[src/rtl/o2s_pkg.sv]
// ============================================================================
// OKLab to sRGB package
// Shared widths, fixed-point coefficients and width helpers for the
// OKLab to gamma-encoded sRGB pipeline.
// ============================================================================
`default_nettype none

package o2s_pkg;

    // Default parameter values
    localparam int O2S_IN_FRAC_BITS  = 14;
    localparam int O2S_LUT_ADDR_BITS = 12;
    localparam int O2S_OUT_BITS      = 12;

    // Fixed field and arithmetic widths
    localparam int IN_W      = 15;             // input field width
    localparam int COEF_W    = 28;             // signed Q24 coefficient
    localparam int COEF_FRAC = 24;
    localparam int PROD_W    = IN_W + COEF_W;  // chroma times coefficient
    localparam int SUM_W     = 42;             // l', m', s' before rounding
    localparam int CUBE_FRAC = 16;             // Q16 for l', m', s' and cubes
    localparam int LIN_FRAC  = 40;             // linear RGB is Q40

    typedef logic signed [COEF_W-1:0] t_coef;

    // Decimal constant (scaled by 1e10) to Q24, round to nearest
    function automatic longint q24(input longint n);
        return (n * (longint'(1) << COEF_FRAC) + 64'sd5000000000) / 64'sd10000000000;
    endfunction

    // Width of rounded l', m', s' (Q16, signed)
    function automatic int lms_w(input int frac);
        return SUM_W - (frac + COEF_FRAC - CUBE_FRAC) + 1;
    endfunction

    // Width of rounded square (Q16, signed, non-negative)
    function automatic int sq_w(input int frac);
        return 2 * lms_w(frac) - CUBE_FRAC;
    endfunction

    // Width of rounded cube (Q16, signed)
    function automatic int cube_w(input int frac);
        return sq_w(frac) + lms_w(frac) - CUBE_FRAC + 1;
    endfunction

    // Width of linear RGB (Q40, signed), headroom for clamp compare
    function automatic int lin_w(input int frac);
        return cube_w(frac) + COEF_W + 3;
    endfunction

    // Inverse OKLab matrix, chroma columns (lightness column is 1.0)
    localparam t_coef K_L_A = t_coef'(q24(64'sd3963377774));
    localparam t_coef K_L_B = t_coef'(q24(64'sd2158037573));
    localparam t_coef K_M_A = t_coef'(-q24(64'sd1055613458));
    localparam t_coef K_M_B = t_coef'(-q24(64'sd638541728));
    localparam t_coef K_S_A = t_coef'(-q24(64'sd894841775));
    localparam t_coef K_S_B = t_coef'(-q24(64'sd12914855480));

    // LMS to linear sRGB matrix, row-major (red, green, blue) x (l, m, s)
    localparam t_coef K_RGB [9] = '{
        t_coef'(q24(64'sd40767416621)),
        t_coef'(-q24(64'sd33077115913)),
        t_coef'(q24(64'sd2309699292)),
        t_coef'(-q24(64'sd12684380046)),
        t_coef'(q24(64'sd26097574011)),
        t_coef'(-q24(64'sd3413193965)),
        t_coef'(-q24(64'sd41960863)),
        t_coef'(-q24(64'sd7034186147)),
        t_coef'(q24(64'sd17076147010))
    };

endpackage

`default_nettype wire

[src/rtl/o2s_lms.sv]
// ============================================================================
// OKLab to l', m', s'
// Three-stage section: chroma products, matrix sums, rounding to Q16.
// ============================================================================
`default_nettype none

module o2s_lms import o2s_pkg::*; #(
    parameter int IN_FRAC_BITS = O2S_IN_FRAC_BITS
) (
    input  wire logic                                i_clk,
    input  wire logic                                i_rst_n,
    input  wire logic                                i_vld,
    output logic                                     o_rdy,
    input  wire logic [IN_W-1:0]                     i_lightness,
    input  wire logic signed [IN_W-1:0]              i_chroma_a,
    input  wire logic signed [IN_W-1:0]              i_chroma_b,
    output logic                                     o_vld,
    input  wire logic                                i_rdy,
    output logic signed [lms_w(IN_FRAC_BITS)-1:0]    o_lms [3]
);

    localparam int SH    = IN_FRAC_BITS + COEF_FRAC - CUBE_FRAC;
    localparam int LMS_W = lms_w(IN_FRAC_BITS);
    localparam int LQ_W  = IN_W + COEF_FRAC;
    localparam int NS    = 3;
    localparam logic signed [SUM_W-1:0] RND_HALF = SUM_W'(longint'(1) << (SH - 1));

    logic [NS-1:0]              r_vld;
    logic [NS-1:0]              vld_up;
    logic [NS-1:0]              adv;

    logic [LQ_W-1:0]            r_lq;
    logic signed [PROD_W-1:0]   r_prod [6];
    logic signed [PROD_W-1:0]   n_prod [6];
    logic signed [SUM_W-1:0]    r_sum  [3];
    logic signed [SUM_W-1:0]    n_sum  [3];
    logic signed [SUM_W-1:0]    n_rnd  [3];
    logic signed [LMS_W-1:0]    r_lms  [3];

    // Stage advance: a stage loads when empty or when the next one loads
    always_comb begin
        adv[NS-1] = ~r_vld[NS-1] | i_rdy;
        for (int s = NS - 2; s >= 0; s--) begin
            adv[s] = ~r_vld[s] | adv[s+1];
        end
    end

    assign vld_up = {r_vld[NS-2:0], i_vld};

    always_ff @(posedge i_clk) begin
        if (!i_rst_n) begin
            r_vld <= '0;
        end else begin
            for (int s = 0; s < NS; s++) begin
                if (adv[s]) begin
                    r_vld[s] <= vld_up[s];
                end
            end
        end
    end

    // Stage 1: chroma times matrix coefficients
    always_comb begin
        n_prod[0] = PROD_W'(i_chroma_a) * PROD_W'(K_L_A);
        n_prod[1] = PROD_W'(i_chroma_b) * PROD_W'(K_L_B);
        n_prod[2] = PROD_W'(i_chroma_a) * PROD_W'(K_M_A);
        n_prod[3] = PROD_W'(i_chroma_b) * PROD_W'(K_M_B);
        n_prod[4] = PROD_W'(i_chroma_a) * PROD_W'(K_S_A);
        n_prod[5] = PROD_W'(i_chroma_b) * PROD_W'(K_S_B);
    end

    always_ff @(posedge i_clk) begin
        if (adv[0]) begin
            r_lq   <= {i_lightness, {COEF_FRAC{1'b0}}};
            r_prod <= n_prod;
        end
    end

    // Stage 2: lightness plus both chroma terms
    always_comb begin
        for (int k = 0; k < 3; k++) begin
            n_sum[k] = SUM_W'($signed({1'b0, r_lq})) + SUM_W'(r_prod[2*k])
                     + SUM_W'(r_prod[2*k+1]);
        end
    end

    always_ff @(posedge i_clk) begin
        if (adv[1]) begin
            r_sum <= n_sum;
        end
    end

    // Stage 3: round to Q16, half away from zero
    always_comb begin
        for (int k = 0; k < 3; k++) begin
            n_rnd[k] = r_sum[k] + RND_HALF - SUM_W'(r_sum[k][SUM_W-1]);
        end
    end

    always_ff @(posedge i_clk) begin
        if (adv[2]) begin
            for (int k = 0; k < 3; k++) begin
                r_lms[k] <= LMS_W'(n_rnd[k] >>> SH);
            end
        end
    end

    assign o_rdy = adv[0];
    assign o_vld = r_vld[NS-1];
    assign o_lms = r_lms;

endmodule

`default_nettype wire

[config.mk]
export PLATFORM = sky130hd
export DESIGN_NAME = o2s_lms
export DESIGN_NICKNAME = d
export VERILOG_FILES = /design/src/rtl/o2s_pkg.sv /design/src/rtl/o2s_lms.sv
export SDC_FILE = /design/constraint.sdc
export NUM_CORES = 2
export LEC_CHECK = 0
export BUFFER_PORTS_ARGS = -buffer_cell sky130_fd_sc_hd__clkbuf_2
export CORE_UTILIZATION = 55
export DETAILED_ROUTE_END_ITERATION = 8
export GPL_TIMING_DRIVEN = 0
export PLACE_DENSITY = 0.75
export SYNTH_ARGS = -nofsm -noshare
export SYNTH_HDL_FRONTEND = slang
export SYNTH_SLANG_ARGS = --single-unit
[constraint.sdc]
create_clock -name i_clk -period 19 [get_ports i_clk]
set_input_delay 5.7 -clock i_clk [delete_from_list [all_inputs] [get_ports i_clk]]
set_output_delay 5.7 -clock i_clk [all_outputs]
set_load 0.01 [all_outputs]
**Word-level counts from Yosys, hierarchy flattened**

Cells that the tools add are included.

- Input bits: 49
- Register bits: 430
- Output and inout bits: 65

- Bitwise gates (word level): 6
- Multiply operators: 6
- Add/subtract/negate cells: 12

Operators by type and width:

| cell | number |
|---|---|
| $mul A15 B22 Y37 const B | 4 |
| $add A42 B22 Y42 const B | 3 |
| $sub A42 B1 Y42 | 3 |
| $add A40 B37 Y41 | 2 |
| $mul A15 B24 Y39 const B | 2 |
| $add A41 B37 Y42 | 1 |
| $add A41 B38 Y42 | 1 |
| $add A41 B41 Y42 | 1 |
| $add A40 B39 Y41 | 1 |
| $not A1 Y1 | 3 |
| $or A1 B1 Y1 | 3 |

**Depth between registers and ports, before layout**

- Word-level depth: 4
- Gate-level depth with buffers: 25
- Mapped depth without buffers: 25

**Worst setup path before layout**

OpenSTA, ideal clock, no wires.

- Path kind: in2out
- Start point: input port i_rdy
- End point: output port o_rdy
- Cell stages on the path: 2
- Arrival: 11.191 ns
- Setup slack: 2.109 ns
- Buffers on the path: 0
- Path through: nor2b_1 > nand3_1

- Cells in the longest elaborated chain, start to end: 3

Ends and longest elaborated chain:

| what | RTL line | source |
|---|---|---|
| from (decl) | o2s_lms.sv:18 | `input wire logic i_rdy,` |
| $or A1 B1 Y1 | o2s_lms.sv:42 | `adv[NS-1] = ~r_vld[NS-1] \| i_rdy;` |
| $or A1 B1 Y1 (2 in a row) | o2s_lms.sv:44 | `adv[s] = ~r_vld[s] \| adv[s+1];` |
| to (decl) | o2s_lms.sv:13 | `output logic o_rdy,` |

Every way passes these cells.

==> summary.txt <==
STATUS
--------------------------------------------------------------------------------------------------
Run status                                                                            finished clean

LAYOUT
--------------------------------------------------------------------------------------------------
Combined area of the multi-input logic cells                                           41800 sq um
Area growth from synthesis to layout                                                         6.77%
Fraction of final layout cells with drive strength greater than 1                            4.36%
Number of nets in the layout                                                                  7642
FF+latch area                                                                          12600 sq um
Fill cell instance count of the final layout                                                  8921

CLOCKING
--------------------------------------------------------------------------------------------------
Clock tree from TritonCTS                                                                      yes
Number of hold buffers added after cts                                                           0
Cell chosen for the clock root                                                           clkbuf_16
CTS-repair resized insts                                                                         0
Number of levels in the clock H-tree                                                             2
Clock sink count                                                                               421
Later-pin clock latency in the skew report                                                 0.62 ns
Postcts setup bufs                                                                               0
Buffer depth of the longest clock path                                                           3
Clock transition time at the flip-flop clock pins of the worst setup and hold paths        0.06 ns
Total CTS buffers                                                                               47

ROUTE
--------------------------------------------------------------------------------------------------
Routed WL                                                                             166000 microns
ANT nets after route                                                                             0
Count of vias placed by the detailed router                                                  41000
First-pass iteration count of the detailed router                                                6
1st-iter DRT viols                                                                            3484
Number of vias per cell                                                                       5.70
Detailed-route DRC error count                                                                   0
Drt wl/cell                                                                           23.2 microns

GRT
--------------------------------------------------------------------------------------------------
Total global routing overflow                                                                    0
Wire length of the first global-routing pass                                          250000 microns
Maximum number of pins on one net before global-route repair                                    76
Overall fraction of global-route tracks in use                                               31.2%
Initial antenna violation count                                                                 14
Number of global-route vias before repair                                                    41100

TIMING
--------------------------------------------------------------------------------------------------
Remaining max-slew budget at the tightest pin                                                2.61%
Worst setup skew after layout                                                            0.0344 ns
Number of pins exceeding their max-slew limit in the final report                                0
Setup repair after global routing missed its margin                                             no
Setup TNS                                                                                     0 ns
Fin crit share                                                                               73.5%
Final Critical Period                                                                     13.96 ns
Final Hold Fails                                                                                 0
Tightest Pin Transition                                                                    1.45 ns
Top achievable clock speed                                                                71.6 MHz
Final setup violating endpoints                                                                  0

SYNTHESIS
--------------------------------------------------------------------------------------------------
Area share of the leading cell type in the synthesized netlist                               27.6%
Nets in the synthesized netlist                                                               7473
Prevailing post-synth register cell                                                       edfxtp_1
Library cell with the largest summed area after synthesis                                     fa_1
Post-synthesis register bit count                                                              421
Largest cells by area after synthesis                                                 fa_1, ha_1, edfxtp_1
Per-instance average area after synthesis                                               10.7 sq um
Share of synthesized area occupied by flip-flops and latches                                 21.2%
Post-synthesis async set-or-reset flop share                                                    0%
Synth warn                                                                                       0
Most frequent cell after synthesis                                                           inv_1
Most common library cells after synthesis                                             inv_1, ha_1, fa_1
Number of enable-type register cells in the synthesized netlist                                418
Mapped Cells                                                                                  5577
Mapped cell area                                                                       59500 sq um
Number of library cell types mapped by synthesis                                                89

CRITICAL PATH
--------------------------------------------------------------------------------------------------
CP Class                                                                                 in -> reg
Kind of launch point of the worst setup path                                          primary input
Data arrival time at the worst-slack endpoint                                             14.17 ns
Maximum fanout along the worst path                                                             10
Required time at the endpoint of the critical path                                        19.21 ns
Kind of end point of the critical path                                                        flop

PLACEMENT
--------------------------------------------------------------------------------------------------
Last weighted congestion value of the routability-driven placer                               1.04
I/O Buffers                                                                                    113
Final HPWL from detailed placement                                                    142000 microns

HOLD PATH
--------------------------------------------------------------------------------------------------
Type of the most critical hold path                                                     reg -> reg

DIE
--------------------------------------------------------------------------------------------------
Vertical die dimension                                                                 331 microns
Std cell rows                                                                                  120
Starting Density                                                                             55.5%
Core footprint                                                                        107000 sq um
Count of pins on the block boundary                                                            114
Die Span X                                                                             331 microns
Die outline area                                                                      110000 sq um

RUN
--------------------------------------------------------------------------------------------------
# Max-Cap Violations                                                                             0

final cells by class:
class	count	area share, %
clock buffer	53	1.89
timing repair buffer	120	1.14
inverter	1352	7.99
tap	1403	2.76
multi-input combinational	3792	65.8
antenna	6	0.0236
sequential	421	19.8
clock inverter	28	0.471
buffer	12	0.0906
critical path, cell delays in order:
cell and delay (ns):
clkbuf_2 0.36, ha_1 1.11, inv_1 0.27, fa_1 0.61, inv_1 0.09, ha_1 0.32
fa_1 0.55, fa_1 0.43, fa_1 0.55, ha_1 0.39, a21oi_1 0.18, o21ai_0 0.16
a32o_1 0.31, nor4_1 0.23, o31ai_1 0.19, a221oi_2 0.42, o21ai_1 0.33, o31ai_1 0.69
o21ai_0 0.19, a221oi_1 1.05
registers in the layout, indices dropped and copies added (netlist names):
name	cells
o_lms	60
r_lq	15
r_prod	218
r_sum	125
r_vld	3
worst paths after layout:
check             cells after the start          start          to  slack [ns]
setup reg to reg                     14     r_prod[87]   r_sum[81]       14.56
hold / removal                        0    r_prod[216]    r_sum[1]        0.45
setup / recovery                     20  i_chroma_b[0]  r_prod[37]        5.04
hold reg to reg                       0    r_prod[216]    r_sum[1]        0.45
through the flow:
stage	instance area [sq um]	hold WS, ns	setup WS, ns	std cells	util [%]
floorplan	59500	0.431	2.11	5577	-
global placement	61800	0.438	-1.80	7093	57.7
detailed placement	62000	0.438	4.70	7099	57.9
CTS	63500	0.444	5.31	7180	59.2
global route	63500	0.459	4.99	7182	59.3
finish	63600	0.447	5.04	7187	59.3
cell usage in the layout, fill, tap and decap left out, drive strengths merged, types with 7 or more instances in the layout:
cell / n
a2111oi: 14
a211o: 12
a211oi: 26
a21boi: 15
a21o: 163
a21oi: 309
a221oi: 11
a311oi: 9
a31o: 8
a31oi: 30
a41oi: 8
and2: 10
and3: 27
buf: 11
clkbuf: 174
clkinv: 13
clkinvlp: 8
edfxtp: 418
fa: 820
ha: 1027
inv: 1355
nand2: 141
nand2b: 59
nand3: 53
nand4: 24
nor2: 166
nor2b: 46
nor3: 43
o211ai: 15
o21a: 56
o21ai: 161
o21bai: 41
o22ai: 8
o31a: 7
o31ai: 18
or2: 21
or3: 13
xnor2: 252
xor2: 103
routing by layer:
layer	vias to the layer above	share of wire [%]	GRT usage [%]
met4	10	4.7	12.1
met3	299	9.5	6.21
met1	20200	42	43.9
li1	18800	-	-
met5	-	0.041	0
met2	1648	43	47.5
cell families (layout without fill, tap and decap cells):
family                     after synthesis  count (layout)  share of synthesized area [%]
muxes                                    3               3                         0.0526
xor gates and xnor gates               355             355                           5.22
and+or+nand+nor                        632             632                           5.26
adders and majority gates             1847            1847                           49.2
other                                    0               6                              0
DFF                                    421             421                           21.2
buffers and inverters                 1364            1565                           8.62
AOI/OAI and AO/OA                      955             955                           10.5
Power is left out: the tool's default activity adds up to more than one toggle a clock period on the data nets, which glitch-free logic cannot reach.
